===== config.mk =====
export PLATFORM = sky130hd
export DESIGN_NAME = utf8_stream_validator_flat
export DESIGN_NICKNAME = d
export VERILOG_FILES = /design/src/sv/u8sv_pkg.sv /design/src/sv/u8sv_if.sv /design/src/sv/u8sv_check.sv /design/src/sv/u8sv_core.sv /design/src/sv/utf8_stream_validator.sv /design/src/flat_wrapper.sv
export SDC_FILE = /design/constraint.sdc
export NUM_CORES = 1
export LEC_CHECK = 0
export BUFFER_PORTS_ARGS = -buffer_cell sky130_fd_sc_hd__buf_2
export CORE_MARGIN = 2
export CORE_UTILIZATION = 45
export CTS_CLUSTER_SIZE = 24
export DETAILED_ROUTE_END_ITERATION = 10
export PLACE_DENSITY = 0.63
export SLEW_MARGIN = 20
export SYNTH_ARGS = -nofsm -noshare
export SYNTH_HDL_FRONTEND = slang
export SYNTH_HIERARCHICAL = 1
export SYNTH_SLANG_ARGS = --single-unit

===== constraint.sdc =====
create_clock -name i_clk -period 10.3 [get_ports i_clk]
set_clock_uncertainty 0.2 [all_clocks]
set_input_delay 1.03 -clock i_clk [delete_from_list [all_inputs] [get_ports i_clk]]
set_output_delay 1.03 -clock i_clk [all_outputs]
set_load 0.02 [all_outputs]

===== src/sv/u8sv_pkg.sv =====
// u8sv_pkg: shared types, constants and helper functions for the utf-8 stream validator
// no dependencies; used by all modules of the block
package u8sv_pkg;

    // longest sequence allowed by the old utf-8 form
    localparam logic [2:0] MAX_SEQ_BYTES = 3'd6;

    // byte classes
    localparam logic [7:0] CLASS_MASK  = 8'hC0;
    localparam logic [7:0] CONT_CODE   = 8'h80;
    localparam logic [7:0] LEAD_MIN    = 8'hC0;
    localparam logic [7:0] PAYLOAD_MSK = 8'h3F;
    localparam logic [7:0] TERM_BYTE   = 8'h00;

    // code point limits
    localparam logic [30:0] ACC_MASK   = 31'h7FFFFFFF;
    localparam logic [30:0] LIM_LEN1   = 31'h0000007F;
    localparam logic [30:0] LIM_LEN2   = 31'h000007FF;
    localparam logic [30:0] LIM_LEN3   = 31'h0000FFFF;
    localparam logic [30:0] LIM_LEN4   = 31'h001FFFFF;
    localparam logic [30:0] LIM_LEN5   = 31'h03FFFFFF;
    localparam logic [30:0] SURR_LO    = 31'h0000D800;
    localparam logic [30:0] SURR_HI    = 31'h0000DFFF;
    localparam logic [30:0] NONCHAR_LO = 31'h0000FFFE;
    localparam logic [30:0] NONCHAR_HI = 31'h0000FFFF;

    typedef logic [30:0] t_code;
    typedef logic [2:0]  t_count;
    typedef logic [3:0]  t_ones;

    // open sequence as seen by the closing check
    typedef struct packed {
        t_code  code_accum;
        t_count seq_count;
        t_ones  lead_ones;
    } t_seq_state;

    // leading one bits of a byte, 0..8
    function automatic t_ones count_lead_ones(input logic [7:0] b);
        t_ones n;
        logic  run;
        n   = '0;
        run = 1'b1;
        for (int i = 7; i >= 0; i--) begin
            run = run & b[i];
            if (run) begin
                n = n + 4'd1;
            end
        end
        return n;
    endfunction

    // shortest encoding length of a code point
    function automatic t_count shortest_length(input t_code u);
        t_count len;
        if (u <= LIM_LEN1) begin
            len = 3'd1;
        end else if (u <= LIM_LEN2) begin
            len = 3'd2;
        end else if (u <= LIM_LEN3) begin
            len = 3'd3;
        end else if (u <= LIM_LEN4) begin
            len = 3'd4;
        end else if (u <= LIM_LEN5) begin
            len = 3'd5;
        end else begin
            len = 3'd6;
        end
        return len;
    endfunction

endpackage


===== src/sv/u8sv_if.sv =====
// u8sv_byte_if, u8sv_result_if: valid/ready channels of the utf-8 stream validator
// no dependencies beyond plain logic types
interface u8sv_byte_if;
    logic       valid;
    logic       ready;
    logic [7:0] data_byte;

    modport source (output valid, output data_byte, input ready);
    modport sink   (input valid, input data_byte, output ready);
endinterface

interface u8sv_result_if;
    logic valid;
    logic ready;
    logic is_valid;

    modport source (output valid, output is_valid, input ready);
    modport sink   (input valid, input is_valid, output ready);
endinterface


===== src/sv/u8sv_check.sv =====
// u8sv_check: decides whether the open sequence is malformed when it closes
// depends on u8sv_pkg
module u8sv_check (
    input  u8sv_pkg::t_seq_state i_seq,
    output logic                 o_seq_bad
);

    logic w_len_bad;
    logic w_surrogate;
    logic w_nonchar;
    logic w_overlong;

    // individual rules on the decoded value
    assign w_len_bad   = (i_seq.seq_count == 3'd1)
                         || (i_seq.lead_ones != {1'b0, i_seq.seq_count});
    assign w_surrogate = (i_seq.code_accum >= u8sv_pkg::SURR_LO)
                         && (i_seq.code_accum <= u8sv_pkg::SURR_HI);
    assign w_nonchar   = (i_seq.code_accum == u8sv_pkg::NONCHAR_LO)
                         || (i_seq.code_accum == u8sv_pkg::NONCHAR_HI);
    assign w_overlong  = u8sv_pkg::shortest_length(i_seq.code_accum) != i_seq.seq_count;

    // only an open sequence can be bad
    assign o_seq_bad = (i_seq.seq_count != '0)
                       && (w_len_bad || w_surrogate || w_nonchar || w_overlong);

endmodule


===== src/sv/u8sv_core.sv =====
// u8sv_core: sequence state and per-byte update of the utf-8 stream validator
// depends on u8sv_pkg and u8sv_check
module u8sv_core (
    input  logic       i_clk,
    input  logic       i_rst_n,
    input  logic       i_step,
    input  logic [7:0] i_byte,
    output logic       o_is_valid
);

    u8sv_pkg::t_code  r_code_accum, n_code_accum;
    u8sv_pkg::t_count r_seq_count,  n_seq_count;
    u8sv_pkg::t_ones  r_lead_ones,  n_lead_ones;
    logic             r_error_seen, n_error_seen;

    u8sv_pkg::t_seq_state w_seq;
    u8sv_pkg::t_ones      w_ones;
    logic                 w_seq_bad;
    logic                 w_is_cont;
    logic                 w_err_closed;

    assign w_seq.code_accum = r_code_accum;
    assign w_seq.seq_count  = r_seq_count;
    assign w_seq.lead_ones  = r_lead_ones;

    // closing check on the open sequence
    u8sv_check u_check (
        .i_seq     (w_seq),
        .o_seq_bad (w_seq_bad)
    );

    assign w_is_cont    = (i_byte & u8sv_pkg::CLASS_MASK) == u8sv_pkg::CONT_CODE;
    assign w_ones       = u8sv_pkg::count_lead_ones(i_byte);
    assign w_err_closed = r_error_seen | w_seq_bad;
    assign o_is_valid   = ~w_err_closed;

    // next state for one byte
    always_comb begin
        n_code_accum = r_code_accum;
        n_seq_count  = r_seq_count;
        n_lead_ones  = r_lead_ones;
        n_error_seen = r_error_seen;
        if (i_step) begin
            if (w_is_cont) begin
                if ((r_seq_count == '0) || (r_seq_count >= u8sv_pkg::MAX_SEQ_BYTES)) begin
                    n_error_seen = 1'b1;
                end else begin
                    n_code_accum = {r_code_accum[24:0], i_byte[5:0]}
                                   & u8sv_pkg::ACC_MASK;
                    n_seq_count  = r_seq_count + 3'd1;
                end
            end else begin
                n_code_accum = '0;
                n_seq_count  = '0;
                n_lead_ones  = '0;
                if (i_byte == u8sv_pkg::TERM_BYTE) begin
                    n_error_seen = 1'b0;
                end else begin
                    n_error_seen = w_err_closed;
                    if (i_byte >= u8sv_pkg::LEAD_MIN) begin
                        n_lead_ones  = w_ones;
                        n_seq_count  = 3'd1;
                        n_code_accum = (w_ones >= 4'd8) ? '0
                                       : {23'd0, i_byte & (8'hFF >> w_ones)};
                    end
                end
            end
        end
    end

    // state registers
    always_ff @(posedge i_clk) begin
        if (!i_rst_n) begin
            r_code_accum <= '0;
            r_seq_count  <= '0;
            r_lead_ones  <= '0;
            r_error_seen <= 1'b0;
        end else begin
            r_code_accum <= n_code_accum;
            r_seq_count  <= n_seq_count;
            r_lead_ones  <= n_lead_ones;
            r_error_seen <= n_error_seen;
        end
    end

    // sequence length never passes the limit
    a_count_limit: assert property (@(posedge i_clk) disable iff (!i_rst_n)
        r_seq_count <= u8sv_pkg::MAX_SEQ_BYTES)
        else $error("sequence count beyond limit");

    // lead ones and count are zero together
    a_open_consistent: assert property (@(posedge i_clk) disable iff (!i_rst_n)
        (r_seq_count == '0) == (r_lead_ones == '0))
        else $error("lead ones and sequence count disagree");

    // no open sequence means an empty accumulator
    a_accum_empty: assert property (@(posedge i_clk) disable iff (!i_rst_n)
        (r_seq_count == '0) |-> (r_code_accum == '0))
        else $error("accumulator not empty with no open sequence");

    // terminator returns everything to reset state
    a_term_clears: assert property (@(posedge i_clk) disable iff (!i_rst_n)
        (i_step && (i_byte == u8sv_pkg::TERM_BYTE)) |=>
        ((r_seq_count == '0) && !r_error_seen && (r_code_accum == '0)))
        else $error("state not cleared after terminator");

endmodule


===== src/sv/utf8_stream_validator.sv =====
// utf8_stream_validator: top level with input register, sequence core and result register
// depends on u8sv_pkg, u8sv_if and u8sv_core
// the result for a terminator byte goes from the input register through the core into the result register
// throughput: one byte per cycle; a terminator waits only while an earlier result is untaken
// reset (i_rst_n low, synchronous): pipeline empty, no open sequence, error flag clear
module utf8_stream_validator (
    input  logic                 i_clk,
    input  logic                 i_rst_n,
    u8sv_byte_if.sink            i_in,
    u8sv_result_if.source        o_out
);

    logic       r_in_vld;
    logic [7:0] r_in_byte;
    logic       r_out_vld;
    logic       r_out_is_valid;

    logic w_term;
    logic w_adv;
    logic w_is_valid;

    // a byte moves on unless it is a terminator facing a full result register
    assign w_term    = r_in_byte == u8sv_pkg::TERM_BYTE;
    assign w_adv     = r_in_vld && (!w_term || !r_out_vld || o_out.ready);
    assign i_in.ready = !r_in_vld || w_adv;

    // input register
    always_ff @(posedge i_clk) begin
        if (!i_rst_n) begin
            r_in_vld <= 1'b0;
        end else if (i_in.ready) begin
            r_in_vld <= i_in.valid;
        end
    end

    always_ff @(posedge i_clk) begin
        if (i_in.valid && i_in.ready) begin
            r_in_byte <= i_in.data_byte;
        end
    end

    u8sv_core u_core (
        .i_clk      (i_clk),
        .i_rst_n    (i_rst_n),
        .i_step     (w_adv),
        .i_byte     (r_in_byte),
        .o_is_valid (w_is_valid)
    );

    // result register
    always_ff @(posedge i_clk) begin
        if (!i_rst_n) begin
            r_out_vld <= 1'b0;
        end else if (w_adv && w_term) begin
            r_out_vld <= 1'b1;
        end else if (o_out.ready) begin
            r_out_vld <= 1'b0;
        end
    end

    always_ff @(posedge i_clk) begin
        if (w_adv && w_term) begin
            r_out_is_valid <= w_is_valid;
        end
    end

    assign o_out.valid    = r_out_vld;
    assign o_out.is_valid = r_out_is_valid;

endmodule


===== src/flat_wrapper.sv =====
// flat-port wrapper written by rule: the top's interface ports become plain ports
module utf8_stream_validator_flat 
  (i_clk, i_rst_n, i_in_valid, i_in_data_byte, i_in_ready, o_out_valid, o_out_is_valid, o_out_ready);
  u8sv_byte_if i_in_i ();
  u8sv_result_if o_out_i ();
  input  logic i_clk;
  input  logic i_rst_n;
  input wire logic [$bits(i_in_i.valid)-1:0] i_in_valid;
  input wire logic [$bits(i_in_i.data_byte)-1:0] i_in_data_byte;
  output wire logic [$bits(i_in_i.ready)-1:0] i_in_ready;
  output wire logic [$bits(o_out_i.valid)-1:0] o_out_valid;
  output wire logic [$bits(o_out_i.is_valid)-1:0] o_out_is_valid;
  input wire logic [$bits(o_out_i.ready)-1:0] o_out_ready;
  assign i_in_i.valid = i_in_valid;
  assign i_in_i.data_byte = i_in_data_byte;
  assign i_in_ready = i_in_i.ready;
  assign o_out_valid = o_out_i.valid;
  assign o_out_is_valid = o_out_i.is_valid;
  assign o_out_i.ready = o_out_ready;
  utf8_stream_validator u_core (.i_clk(i_clk), .i_rst_n(i_rst_n), .i_in(i_in_i), .o_out(o_out_i));
endmodule

# Yosys cells after proc, flatten, opt, wreduce, memory -nomap -nowiden
# Cells that the tools add are included.
# W data, S select, Z words.
[totals]
register_bits = 50
inputBits = 12
wordCells = 99
[classes]
addsub = 8
order_cmp = 10
eq_ne = 8
shifts = 1
muxes = 29
bitwise_logic = 11
n_reduce_logical = 24
[ops]
columns = ["op", "count"]
rows = [
  ["$eq A31 B16 Y1 const B", 2],
  ["$le A31 B16 Y1 const B", 2],
  ["$mux W31", 2],
  ["$mux W4", 9],
  ["$ge A31 B16 Y1 const B", 1],
  ["$le A31 B11 Y1 const B", 1],
  ["$le A31 B21 Y1 const B", 1],
  ["$le A31 B26 Y1 const B", 1],
  ["$le A31 B7 Y1 const B", 1],
  ["$add A4 B1 Y4 const B", 6],
  ["$mux W8", 3],
  ["$mux W3", 6],
  ["$logic_or A1 B1 Y1", 9],
  ["$and A8 B8 Y8", 1],
  ["$ge A8 B8 Y1 const B", 1],
  ["$logic_not A8 Y1", 1],
  ["$mux W1", 8],
  ["$shr A8 B4 Y8 const A", 1],
  ["$and A1 B1 Y1", 7],
  ["$reduce_and A2 Y1", 3],
  ["$logic_and A1 B1 Y1", 5],
  ["$ge A4 B4 Y1 const B", 1],
  ["$ne A4 B3 Y1", 1],
  ["$add A3 B1 Y3 const B", 1],
  ["other kinds (14)", 17],
]

# Depth between registers and ports, before layout
# Gate-level depths: netlist (run 1).
[logic_depth]
depth_word = 21
depth_mapped = 16
depth_no_buf = 15

# By module
# Netlist (run 1), hierarchy kept.
[by_module_without_submodules]
columns = ["mod", "instances", "cells_each", "area_each_um2"]
rows = [
  ["u8sv_core", 1, 274, 2199.6],
  ["utf8_stream_validator", 1, 24, 412.9],
  ["u8sv_check", 1, 35, 227.7],
]

# Worst setup path before layout (run 1)
# Ideal clock, no wire load.
[synth_path]
path_kind = "flip-flop to flip-flop"
from = "register u_core.r_in_byte[5]"
to = "register u_core.u_core.r_code_accum[7]"
setup_time_ps = 136
arrival_ps = 3069
required_time_ps = 9964
path_slack_ps = 6894
path_stages_with_launch = 16
n_path_buf = 1
cell_sequence = "edfxtp_1 -> buf_2 -> o21ai_0 -> inv_1 -> ha_1 -> nand2_1 -> a31oi_1 -> o21ai_0 -> o31ai_1 -> ha_1 -> and3b_1 -> o2111ai_2 -> a21o_1 -> and2_1 -> a311oi_2 -> o22ai_1"
[synth_via]
elab_chain_cells = 18
[synth_rtl]
columns = ["element", "line_no", "text"]
rows = [
  ["from (decl)", "utf8_stream_validator.sv:14", "logic [7:0] r_in_byte;"],
  ["from (signal assigned)", "utf8_stream_validator.sv:38", "r_in_byte <= i_in.data_byte;"],
  ["$and A1 B1 Y1", "u8sv_pkg.sv:45", "run = run & b[i];"],
  ["$mux W4", "u8sv_pkg.sv:46", "if (run) begin"],
  ["$add A4 B1 Y4", "u8sv_pkg.sv:47", "n = n + 4'd1;"],
  ["$mux W4", "u8sv_pkg.sv:46", ""],
  ["$add A4 B1 Y4", "u8sv_pkg.sv:47", ""],
  ["$mux W4", "u8sv_pkg.sv:46", ""],
  ["$add A4 B1 Y4", "u8sv_pkg.sv:47", ""],
  ["$mux W4", "u8sv_pkg.sv:46", ""],
  ["[... 2 more ...]", "n/a", ""],
  ["$add A4 B1 Y4", "u8sv_pkg.sv:47", ""],
  ["$mux W4", "u8sv_pkg.sv:46", ""],
  ["$shr A8 B4 Y8", "u8sv_core.sv:64", ": {23'd0, i_byte & (8'hFF >> w_ones)};"],
  ["$and A8 B8 Y8", "u8sv_core.sv:64", ""],
  ["$mux W8", "u8sv_core.sv:63", "n_code_accum = (w_ones >= 4'd8) ? '0"],
  ["$mux W8", "u8sv_core.sv:60", "if (i_byte >= u8sv_pkg::LEAD_MIN) begin"],
  ["$mux W8", "u8sv_core.sv:56", "if (i_byte == u8sv_pkg::TERM_BYTE) begin"],
  ["$mux W31", "u8sv_core.sv:44", "if (w_is_cont) begin"],
  ["to (signal assigned)", "u8sv_core.sv:79", "r_code_accum <= n_code_accum;"],
  ["to (decl)", "u8sv_core.sv:11", "u8sv_pkg::t_code r_code_accum, n_code_accum;"],
]
# Several ways; a longest one is shown, not always the timed one.
# A chain may end at the register's enable or synchronous reset.

# Final worst setup path (run 1)
[layout_path]
from = "register u_core.r_in_byte[6]"
to = "register u_core.u_core.r_code_accum[3]"
[layout_via]
elab_chain_cells = 20
[layout_rtl]
columns = ["element", "line_no"]
rows = [
  ["$and A1 B1 Y1", "u8sv_pkg.sv:45"],
  ["$mux W4", "u8sv_pkg.sv:46"],
  ["$add A4 B1 Y4", "u8sv_pkg.sv:47"],
  ["$mux W4", "u8sv_pkg.sv:46"],
  ["$add A4 B1 Y4", "u8sv_pkg.sv:47"],
  ["$mux W4", "u8sv_pkg.sv:46"],
  ["$add A4 B1 Y4", "u8sv_pkg.sv:47"],
  ["$mux W4", "u8sv_pkg.sv:46"],
  ["[... 4 more ...]", "n/a"],
  ["$add A4 B1 Y4", "u8sv_pkg.sv:47"],
  ["$mux W4", "u8sv_pkg.sv:46"],
  ["$shr A8 B4 Y8", "u8sv_core.sv:64"],
  ["$and A8 B8 Y8", "u8sv_core.sv:64"],
  ["$mux W8", "u8sv_core.sv:63"],
  ["$mux W8", "u8sv_core.sv:60"],
  ["$mux W8", "u8sv_core.sv:56"],
  ["$mux W31", "u8sv_core.sv:44"],
]
# Several ways; a longest one is shown, not always the timed one.

==> flow_summary.ini, run 1 <==
[sta]
final.min_clock_period_ns = 3.94
hold_violations = 0
maxSlewHeadroom_pct = 29.7
tightest_slew_ns = 1.05
fin_crit_sh_pct = 38.2
setup_viol = 0
holdWs_ns = 0.255
slew_viol_final = 0
tns_ns = 0
grt_setup_unrepaired = false
maximum_clock_frequency_mhz = 254

[min_path]
holdPathStages = 2
whs_endpoint = u_core/u_core/r_code_accum[30]$_SDFFE_PN0P_
hold_class = register to register
min-delay-start = u_core/u_core/r_code_accum[30]$_SDFFE_PN0P_

[synthesis]
muxShareOfSynthArea_pct = 1.59
post_synth_num_cell_types = 67
main_combinational_cell_family_by_area_after_synthesis = simple AND/OR/NAND/NOR gates
synth_nets = 352
netlist_area_pre_place_mm2 = 0.00284
ys_ff_latch = 50
synth.yosys.seq_area_share_pct = 38.4
yosys.area_share.simple_pct = 28.8
yosys_warnings = 6
synthesis.area_per_instance_um2 = 8.53
async_set_reset_flop_share_out_of_synthesis_pct = 0
post_synth_fa_ha_maj_area_fraction_pct = 3.08
synth_compound_area_share_pct = 21.9
synth_top_flop_cell = sky130_fd_sc_hd__dfxtp_1
syn_inst = 333
synth-edff-count = 9
synthXorXnorAreaFrac_pct = 1.23

[worst_setup_path]
critical_path_arrival_ns = 3.92
critical_path.max_fanout = 10
timing.reg2reg.setup_slack_ns = 6.36
regToRegStartpoint = u_core/r_in_byte[6]$_DFFE_PP_
critical_path.startpoint_type = register
cp_data_required_time_ns = 10.28
worstSetupEndpointType = register
endpoint_of_the_worst_slack_reg_to_reg_timing_path = u_core/u_core/r_code_accum[3]$_SDFFE_PN0P_
timing.reg2reg.worst_path_depth = 14
worstSetupPathType = register to register

[cts]
cts_hold_buffers = 0
cts-resized-gates = 0
clock-sinks = 50
cts.clk_slew.worst_paths_ns = 0.09
clock_insertion_delay_worst_skew_ns = 0.31
numCtsBuffers = 5
ctsLongestPathBuffers = 2
cts_tree = done
cts_htree_levels = 2
cts_setup_buffers = 0
clock_tree_root = sky130_fd_sc_hd__clkbuf_8

[placed_design]
dp_cells = 404
dp_area_mm2 = 0.00292
place_hpwl_mm = 4.34
io_buffer_count = 14
gp_congestion = 0.859

[floorplan]
core_area_mm2 = 0.00603
die-height_um = 83.4
die_area_mm2 = 0.00696
placementRows = 28
die_w_um = 83.4
io-pin-count = 15
starting_density_of_the_core_pct = 47.1

[finish]
num_antenna_cells = 0
layoutNonFillerInstCount = 412
layout-drive-gt1-share_pct = 13.1
filler_cells = 588
multiInputGateArea_mm2 = 0.00161
postLayoutCellArea_mm2 = 0.00304
layout_net_count = 355
layout-area-overhead-vs-synth_pct = 7.05
register_area_mm2 = 0.00109

[drt]
detail_route.wl_per_cell_um = 15.6
drt_pre_antenna_iters = 4
drc_errors = 0
detailedRoute.firstIterationViolations = 174
dr_total_vias = 2491
ant_nets = 0
detail_route.vias_per_cell = 6.05
wirelength_mm = 6.41

[global_routing]
grt_pass1_wl_mm = 10.9
global_route.overflow_total = 0
grt_max_degree = 33
grt_pass1_vias = 2269
grt.total_usage_pct = 18.9
antenna_violations_before_repair = 0

[power]
vdd_drop_max_uv = 79.9
leakage_uw = 0.00110
cellPowerDensity_mw_per_mm2 = 134

[flow_run]
maxCapViolCount = 0

[run_status]
run_status = complete, no violations
cell usage after synthesis (all sizes together), types with 3 or more instances:
master	n	area share (%)
o21ai	11	1.9
nand4b	4	1.2
and2	8	1.9
nor4	6	1.8
nand2	49	6.6
nor2	16	2.2
nand3	33	6.0
buf	13	2.6
mux2i	3	1.1
o2111ai	4	1.7
a31oi	3	0.66
clkbuf	6	0.79
or4	4	1.3
o31ai	8	2.8
xor2	3	0.93
nand4	6	1.9
ha	7	3.1
nor3	6	1.1
a21o	4	1.1
inv	13	1.7
nor2b	4	0.88
a21oi	35	6.2
dfxtp	41	29
and3	3	0.66
edfxtp	9	9.5
power by group:
group          internal (uW)  total (uW)  switching (uW)
clock network           70.2         137            66.8
registers                204         216            11.7
logic                   20.4        55.2            34.8
final cells by class:
cell class | count | share of cell area [%]
repair buffers | 15 | 2.55
clock buffers | 7 | 3.54
clock inverters | 1 | 0.288
multi-input cells | 251 | 53.0
well taps | 75 | 3.09
inverters | 13 | 1.60
flip-flops and latches | 50 | 35.9
metal layers:
metal / routed length, um / track usage [%] / vias up
met1: 3250 / 28.2 / 1194
met4: 33 / 3.96 / 0
met2: 2840 / 28.5 / 61
met5: 0 / 0 / -
li1: - / - / 1234
met3: 294 / 3.28 / 2
kinds of logic after synthesis:
family	after synthesis
XOR/XNOR	4
AO/OA/AOI/OAI	87
adder cells (fa/ha/maj)	7
flip-flops	50
multiplexers	4
buffers and inverters	32
AND/OR/NAND/NOR	149
how the worst max path moves through the flow:
| stage | start | cells after the start | end |
|---|---|---|---|
| 2_1_floorplan | u_core/r_in_byte[5]$_DFFE_PP_ | 15 | u_core/u_core/r_code_accum[7]$_SDFFE_PN0P_ |
| 3_3_place_gp | u_core/r_in_byte[6]$_DFFE_PP_ | 15 | u_core/u_core/r_code_accum[1]$_SDFFE_PN0P_ |
| 3_5_place_dp | u_core/r_in_byte[6]$_DFFE_PP_ | 14 | u_core/u_core/r_code_accum[7]$_SDFFE_PN0P_ |
| 4_1_cts | u_core/r_in_byte[6]$_DFFE_PP_ | 14 | u_core/u_core/r_code_accum[3]$_SDFFE_PN0P_ |
| 5_1_grt | u_core/r_in_byte[6]$_DFFE_PP_ | 15 | u_core/u_core/r_code_accum[1]$_SDFFE_PN0P_ |
| 6_report | u_core/r_in_byte[6]$_DFFE_PP_ | 14 | u_core/u_core/r_code_accum[3]$_SDFFE_PN0P_ |
registers in the layout, indices dropped and copies added, names as in the netlist:
signal,count
u_core/o_out.is_valid,1
u_core/o_out.valid,1
u_core/r_in_byte,8
u_core/r_in_vld,1
u_core/u_core/r_code_accum,31
u_core/u_core/r_error_seen,1
u_core/u_core/r_lead_ones,4
u_core/u_core/r_seq_count,3
through the flow:
| step | setup WS (ns) | total power, uW | util (%) |
|---|---|---|---|
| 6_report | 6.36 | 408 | 50.5 |
| 5_1_grt | 6.03 | 426 | 50.5 |
| 4_1_cts | 6.45 | 411 | 50.4 |
| 3_5_place_dp | 6.47 | 274 | 48.4 |
| 3_3_place_gp | 6.60 | 274 | 48.4 |
| 2_1_floorplan | 6.89 | 262 | - |
cells in the final DEF, fill, tap and decap left out, drive strengths merged, types with 3 or more instances in the layout:
cell,count
ha,7
buf,15
xor2,3
clkbuf,7
nand4b,4
a21oi,35
o2111ai,4
nand4,6
o31ai,8
and3,3
a31oi,3
edfxtp,9
a21o,4
nor2,16
and2,8
nor2b,4
dfxtp,41
o21ai,11
nand3,33
mux2i,3
inv,14
nor3,6
nand2,49
nor4,6
or4,4
worst max-delay path, cell delays in order, from the launching register on:
cell,delay [ns]
sky130_fd_sc_hd__edfxtp_1,0.58
sky130_fd_sc_hd__nand2_1,0.27
sky130_fd_sc_hd__inv_1,0.18
sky130_fd_sc_hd__ha_1,0.48
sky130_fd_sc_hd__nand2_1,0.11
sky130_fd_sc_hd__a31oi_1,0.24
sky130_fd_sc_hd__o21ai_0,0.12
sky130_fd_sc_hd__o31ai_1,0.09
sky130_fd_sc_hd__ha_1,0.24
sky130_fd_sc_hd__and3b_1,0.21
sky130_fd_sc_hd__o2111ai_2,0.18
sky130_fd_sc_hd__a211o_1,0.38
sky130_fd_sc_hd__a21o_1,0.21
sky130_fd_sc_hd__a21oi_1,0.22
sky130_fd_sc_hd__o31ai_1,0.10
Note: power is estimated with default switching activity, not from simulation.
==> run 2: changes to the inputs <==
- ABC_AREA: unset -> 1
- clock period: 10.3 -> 3.8 ns (I/O delays scaled with it)
==> flow_summary.ini, run 2 <==
[synthesis]
fraction_of_post_synthesis_cell_area_in_the_top_cell_type_by_area_pct = 27.4
synth-edff-count = 9
async_set_reset_flop_share_out_of_synthesis_pct = 0
synth_top_flop_cell = sky130_fd_sc_hd__dfxtp_1
synth.area.top_cells = sky130_fd_sc_hd__dfxtp_1 27%, sky130_fd_sc_hd__nand2_1 12%, sky130_fd_sc_hd__edfxtp_1 9.0%
synth.cells.most_frequent = 95 x sky130_fd_sc_hd__nand2_1, 53 x sky130_fd_sc_hd__inv_1, 52 x sky130_fd_sc_hd__nand3_1
most_numerous_cell_in_the_yosys_netlist = sky130_fd_sc_hd__nand2_1
yosys_warnings = 6
netlist_area_pre_place_mm2 = 0.00299
syn_inst = 439
synth.yosys.seq_area_share_pct = 36.5
synth_nets = 458
ys_ff_latch = 50
yosysTopAreaCell = sky130_fd_sc_hd__dfxtp_1
synthesis.area_per_instance_um2 = 6.82
post_synth_num_cell_types = 33

[sta]
hold_violations = 0
slew_viol_final = 0
maximum_clock_frequency_mhz = 351
final.min_clock_period_ns = 2.85
setup_viol = 0
fin_crit_sh_pct = 74.9
grt_setup_unrepaired = false
maxSlewHeadroom_pct = 33.4
tightest_slew_ns = 0.997
tns_ns = 0

[drt]
detailedRoute.firstIterationViolations = 136
drc_errors = 0
drt_pre_antenna_iters = 5
ant_nets = 0
wirelength_mm = 6.58
detail_route.wl_per_cell_um = 12.5
dr_total_vias = 2740
detail_route.vias_per_cell = 5.20

[cts]
numCtsBuffers = 5
cts_setup_buffers = 0
ctsLongestPathBuffers = 2
cts.clk_slew.worst_paths_ns = 0.10
clock-sinks = 50
clock_insertion_delay_worst_skew_ns = 0.31
clock_tree_root = sky130_fd_sc_hd__clkbuf_8
cts_tree = done
cts_htree_levels = 2
cts_hold_buffers = 0
cts-resized-gates = 0

[floorplan]
core_area_mm2 = 0.00639
io-pin-count = 15
placementRows = 29
die_area_mm2 = 0.00732
die-height_um = 85.6
starting_density_of_the_core_pct = 46.9
die_w_um = 85.6

[finish]
biggestRegsByFlops = u_core/u_core/r_code_accum x31, u_core/r_in_byte x8, u_core/u_core/r_lead_ones x4
postLayoutCellArea_mm2 = 0.00324
multiInputGateArea_mm2 = 0.00162
layout-area-overhead-vs-synth_pct = 8.40
layout_commonest_cell = sky130_fd_sc_hd__nand2_1
number_of_flip_flops_in_the_largest_register = 31
share_of_the_core_filled_with_cells_pct = 50.8
num_antenna_cells = 0
filler_cells = 668
layout-drive-gt1-share_pct = 16.4
mostFrequentLayoutCells = 95 x sky130_fd_sc_hd__nand2_1, 53 x sky130_fd_sc_hd__inv_1, 52 x sky130_fd_sc_hd__nand3_1
register_area_mm2 = 0.00109
regMostFlops = u_core/u_core/r_code_accum
layout_net_count = 468

[worst_setup_path]
endpoint_of_the_worst_slack_reg_to_reg_timing_path = u_core/u_core/r_code_accum[2]$_SDFFE_PN0P_
cp_data_required_time_ns = 3.77
worstSetupPathType = register to register
critical_path.startpoint_type = register
regToRegStartpoint = u_core/r_in_byte[6]$_DFFE_PP_
critical_path.max_fanout = 6
timing.reg2reg.setup_slack_ns = 0.95
timing.reg2reg.worst_path_depth = 19
critical_path_arrival_ns = 2.82
worstSetupEndpointType = register

[placed_design]
place_hpwl_mm = 4.72
io_buffer_count = 14
gp_congestion = 0.897
dp_area_mm2 = 0.00313

[run_status]
run_status = complete, no violations

[power]
p_switching_uw = 309
power_internal_uw = 792
share_seq_of_total_power_pct = 52.5
swShare_pct = 28.1
total_power_uw = 1100
leakage_uw = 0.00137
share_comb_of_total_power_pct = 13.1
clkPwrFrac_pct = 34.3
vdd_drop_max_uv = 186
cellPowerDensity_mw_per_mm2 = 339

[global_routing]
grt_max_degree = 33
grt_pass1_wl_mm = 11.1
global_route.overflow_total = 0
grt.total_usage_pct = 18.8
grt_pass1_vias = 2369
antenna_violations_before_repair = 0

[min_path]
min-delay-start = i_in_data_byte[3]
hold_class = input pin to register
holdPathStages = 1
whs_endpoint = u_core/r_in_byte[3]$_DFFE_PP_

[flow_run]
maxCapViolCount = 0
-- run 2: power groups by stage --
| stage | combinational [uW] | clock, uW | sequential, uW |
|---|---|---|---|
| 5_1_grt | 164 | 408 | 582 |
| 3_3_place_gp | 142 | 0 | 590 |
| 4_1_cts | 144 | 388 | 578 |
| 6_report | 145 | 378 | 578 |
| 2_1_floorplan | 112 | 0 | 582 |
| 3_5_place_dp | 143 | 0 | 590 |
-- run 2: kinds of logic after synthesis --
kind of cell | Yosys count | share of synthesized area [%]
adders and majority gates | 7 | 2.93
AOI/OAI and AO/OA | 63 | 11.6
DFF | 50 | 36.5
buffers and inverters | 75 | 9.53
xor gates and xnor gates | 1 | 0.293
and+or+nand+nor | 243 | 39.2
-- run 2: stage by stage --
step	hold WS, ns	worst slack, ns	cells
after floorplan	0.247	1.26	439
after global placement	0.265	1.04	519
after detailed placement	0.267	0.972	519
after CTS	0.0398	0.976	527
after global routing	0.0316	0.637	527
final	0.0463	0.952	527
-- run 2: worst max-delay path by stage --
stage                             startpoint                                         end  slack [ns]  cells past startpoint
2_1_floorplan  u_core/r_in_byte[6]$_DFFE_PP_  u_core/u_core/r_code_accum[2]$_SDFFE_PN0P_        1.26                     19
3_5_place_dp   u_core/r_in_byte[6]$_DFFE_PP_  u_core/u_core/r_code_accum[2]$_SDFFE_PN0P_        0.97                     19
6_report       u_core/r_in_byte[6]$_DFFE_PP_  u_core/u_core/r_code_accum[2]$_SDFFE_PN0P_        0.95                     19
4_1_cts        u_core/r_in_byte[6]$_DFFE_PP_  u_core/u_core/r_code_accum[0]$_SDFFE_PN0P_        0.98                     19
3_3_place_gp   u_core/r_in_byte[6]$_DFFE_PP_  u_core/u_core/r_code_accum[2]$_SDFFE_PN0P_        1.04                     19
5_1_grt        u_core/r_in_byte[6]$_DFFE_PP_  u_core/u_core/r_code_accum[2]$_SDFFE_PN0P_        0.64                     20
-- run 2: worst max-delay path, cell delays in order, from the launching register on --
cell                       delay, ns
sky130_fd_sc_hd__edfxtp_1       0.48
sky130_fd_sc_hd__nand2_2        0.15
sky130_fd_sc_hd__nor2_2         0.13
sky130_fd_sc_hd__nand2_1        0.06
sky130_fd_sc_hd__nand2_1        0.09
sky130_fd_sc_hd__inv_1          0.05
sky130_fd_sc_hd__ha_1           0.29
sky130_fd_sc_hd__inv_1          0.06
sky130_fd_sc_hd__nand4_1        0.11
sky130_fd_sc_hd__nand2_1        0.11
sky130_fd_sc_hd__ha_1           0.14
sky130_fd_sc_hd__inv_1          0.04
sky130_fd_sc_hd__nor2_2         0.10
sky130_fd_sc_hd__nand3_1        0.11
sky130_fd_sc_hd__nand2_2        0.14
sky130_fd_sc_hd__nand3_2        0.17
sky130_fd_sc_hd__nand2_2        0.12
sky130_fd_sc_hd__inv_2          0.05
sky130_fd_sc_hd__nand2_1        0.07
sky130_fd_sc_hd__a21oi_2        0.05
-- run 2: final cells by class --
| type | count | share of cell area [%] |
|---|---|---|
| multi-input combinational | 314 | 49.9 |
| sequential | 50 | 33.6 |
| timing repair buffer | 17 | 2.85 |
| clock buffer | 7 | 3.32 |
| inverter | 61 | 7.06 |
| clock inverter | 1 | 0.270 |
| tap | 77 | 2.97 |
-- run 2: per-layer routing --
| metal | vias to the layer above | track usage [%] | part of all wire (%) |
|---|---|---|---|
| met1 | 1241 | 28.8 | 52 |
| met5 | - | 0 | 0 |
| met2 | 56 | 27.2 | 42 |
| li1 | 1439 | - | - |
| met3 | 4 | 3.18 | 5.0 |
| met4 | 0 | 5.05 | 0.96 |
==> run 3: changes to the inputs <==
- clock period: 3.8 -> 2.62 ns (I/O delays scaled with it)
==> flow_summary.ini, run 3 (synthesized netlist as in run 2, its figures left out) <==
[global_routing]
grt_pass1_vias = 2586
antenna_violations_before_repair = 0
grt_pass1_wl_mm = 11.9
grt_max_degree = 21
grt.total_usage_pct = 20.0
global_route.overflow_total = 0

[floorplan]
starting_density_of_the_core_pct = 46.9
core_area_mm2 = 0.00639
die_w_um = 85.6
placementRows = 29
die_area_mm2 = 0.00732
die-height_um = 85.6
io-pin-count = 15

[min_path]
hold_class = input pin to register

[cts]
cts_htree_levels = 2
clock_tree_root = sky130_fd_sc_hd__clkbuf_8
numCtsBuffers = 5
cts.clk_slew.worst_paths_ns = 0.10
clock-sinks = 50
ctsLongestPathBuffers = 2
clock_insertion_delay_worst_skew_ns = 0.30
cts_tree = done

[sta]
maximum_clock_frequency_mhz = 371
setup_viol = 8
tightest_slew_ns = 0.480
final.min_clock_period_ns = 2.69
hold_violations = 0
maxSlewHeadroom_pct = 67.9
grt_setup_unrepaired = true
post-route-worst-setup-slack_ns = -0.0750
fin_crit_sh_pct = 103
slew_viol_final = 0

[run_status]
run_status = finished with violations
violations = setup timing

[finish]
regMostFlops = u_core/u_core/r_code_accum
share_of_the_core_filled_with_cells_pct = 56.3
layout_commonest_cell = sky130_fd_sc_hd__nand2_1
layout_net_count = 502
mostFrequentLayoutCells = 90 x sky130_fd_sc_hd__nand2_1, 49 x sky130_fd_sc_hd__inv_1, 49 x sky130_fd_sc_hd__nand3_1
register_area_mm2 = 0.00109
biggestRegsByFlops = u_core/u_core/r_code_accum x31, u_core/r_in_byte x8, u_core/u_core/r_lead_ones x4
num_antenna_cells = 0
number_of_flip_flops_in_the_largest_register = 31
multiInputGateArea_mm2 = 0.00173
filler_cells = 634
layout-drive-gt1-share_pct = 24.6
layout-area-overhead-vs-synth_pct = 20.2

[drt]
dr_total_vias = 2887
detail_route.vias_per_cell = 5.16
ant_nets = 0
detail_route.wl_per_cell_um = 12.8
detailedRoute.firstIterationViolations = 98
wirelength_mm = 7.15
drc_errors = 0
drt_pre_antenna_iters = 5

[power]
vdd_drop_max_uv = 333
cellPowerDensity_mw_per_mm2 = 434
leakage_uw = 0.00156

[placed_design]
place_hpwl_mm = 5.04
pre_cts_slack_ns = -0.0214
io_buffer_count = 14
gp_congestion = 0.875

[worst_setup_path]
worstSetupPathType = register to register
critical_path.max_fanout = 7
critical_path_arrival_ns = 2.74
worstSetupEndpointType = register
cp_data_required_time_ns = 2.66
critical_path.startpoint_type = register

[flow_run]
maxCapViolCount = 0
-- run 3: path summary, 6_finish.rpt --
path	startpoint	endpoint	slack (ns)	depth (start not counted)
max	u_core/r_in_byte[6]$_DFFE_PP_	u_core/u_core/r_code_accum[2]$_SDFFE_PN0P_	-0.07	20
min	i_in_valid	u_core/r_in_vld$_SDFFE_PN0P_	0.03	3
max reg2reg	u_core/r_in_byte[6]$_DFFE_PP_	u_core/u_core/r_code_accum[2]$_SDFFE_PN0P_	-0.07	20
min reg2reg	u_core/u_core/r_code_accum[27]$_SDFFE_PN0P_	u_core/u_core/r_code_accum[27]$_SDFFE_PN0P_	0.28	2
-- run 3: per-stage QoR --
stage | power, uW | std cells | setup TNS (ns) | instance area (um2) | hold WS (ns)
2_1_floorplan | 1010 | 439 | 0 | 2990 | 0.161
3_3_place_gp | 1090 | 535 | 0 | 3250 | 0.238
3_5_place_dp | 1090 | 535 | -0.0528 | 3250 | 0.240
4_1_cts | 1550 | 553 | 0 | 3450 | 0.0221
5_1_grt | 1650 | 560 | -1.62 | 3600 | 0.0270
6_report | 1560 | 560 | -0.193 | 3600 | 0.0299
-- run 3: cell type report --
type / instances / area share [%]
inverters: 61 / 6.37
flip-flops and latches: 50 / 30.3
repair buffers: 51 / 10.2
clock buffers: 5 / 1.91
clock inverters: 2 / 0.383
multi-input cells: 314 / 48.1
well taps: 77 / 2.68
-- run 3: timing repair --
| item | 4_1_cts | 5_1_grt |
|---|---|---|
| buffers inserted | 3 | 7 |
| pin swaps | 6 | 21 |
| gates cloned | 0 | 0 |
| endpoints found under the setup margin | 5 | 11 |
| hold buffers | 8 | 0 |
| endpoints found under the hold margin | 8 | 0 |
| gates resized for setup | 4 | 23 |
-- run 3: worst max-delay path, stage by stage (launching register included) --
cell                       delay, ns
sky130_fd_sc_hd__edfxtp_1       0.44
sky130_fd_sc_hd__nand2_2        0.13
sky130_fd_sc_hd__nor2_4         0.11
sky130_fd_sc_hd__nand2_1        0.07
sky130_fd_sc_hd__nand2_2        0.09
sky130_fd_sc_hd__inv_2          0.05
sky130_fd_sc_hd__ha_4           0.23
sky130_fd_sc_hd__inv_2          0.04
sky130_fd_sc_hd__nand4_1        0.10
sky130_fd_sc_hd__nand2_1        0.10
sky130_fd_sc_hd__ha_2           0.17
sky130_fd_sc_hd__inv_2          0.04
sky130_fd_sc_hd__nor2_4         0.12
sky130_fd_sc_hd__nand3_4        0.10
sky130_fd_sc_hd__nand2_4        0.13
sky130_fd_sc_hd__nand2_4        0.06
sky130_fd_sc_hd__nand2_4        0.10
sky130_fd_sc_hd__nor2_1         0.06
sky130_fd_sc_hd__nor2_1         0.12
sky130_fd_sc_hd__nand2_1        0.08
sky130_fd_sc_hd__a21oi_2        0.10
-- run 3: layer usage --
metal | wire length, um | track usage [%] | vias to the layer above
met4 | 64 | 5.05 | 0
met2 | 3260 | 30.3 | 53
li1 | - | - | 1506
met5 | 0 | 0 | -
met3 | 288 | 3.75 | 6
met1 | 3530 | 29.3 | 1322
-- run 3: power breakdown --
part,total [uW],internal (uW),switching (uW),leakage [uW]
Combinational,288,114,174,0.00109
Clock,443,185,258,0.0000444
Sequential,832,806,25.9,0.000419
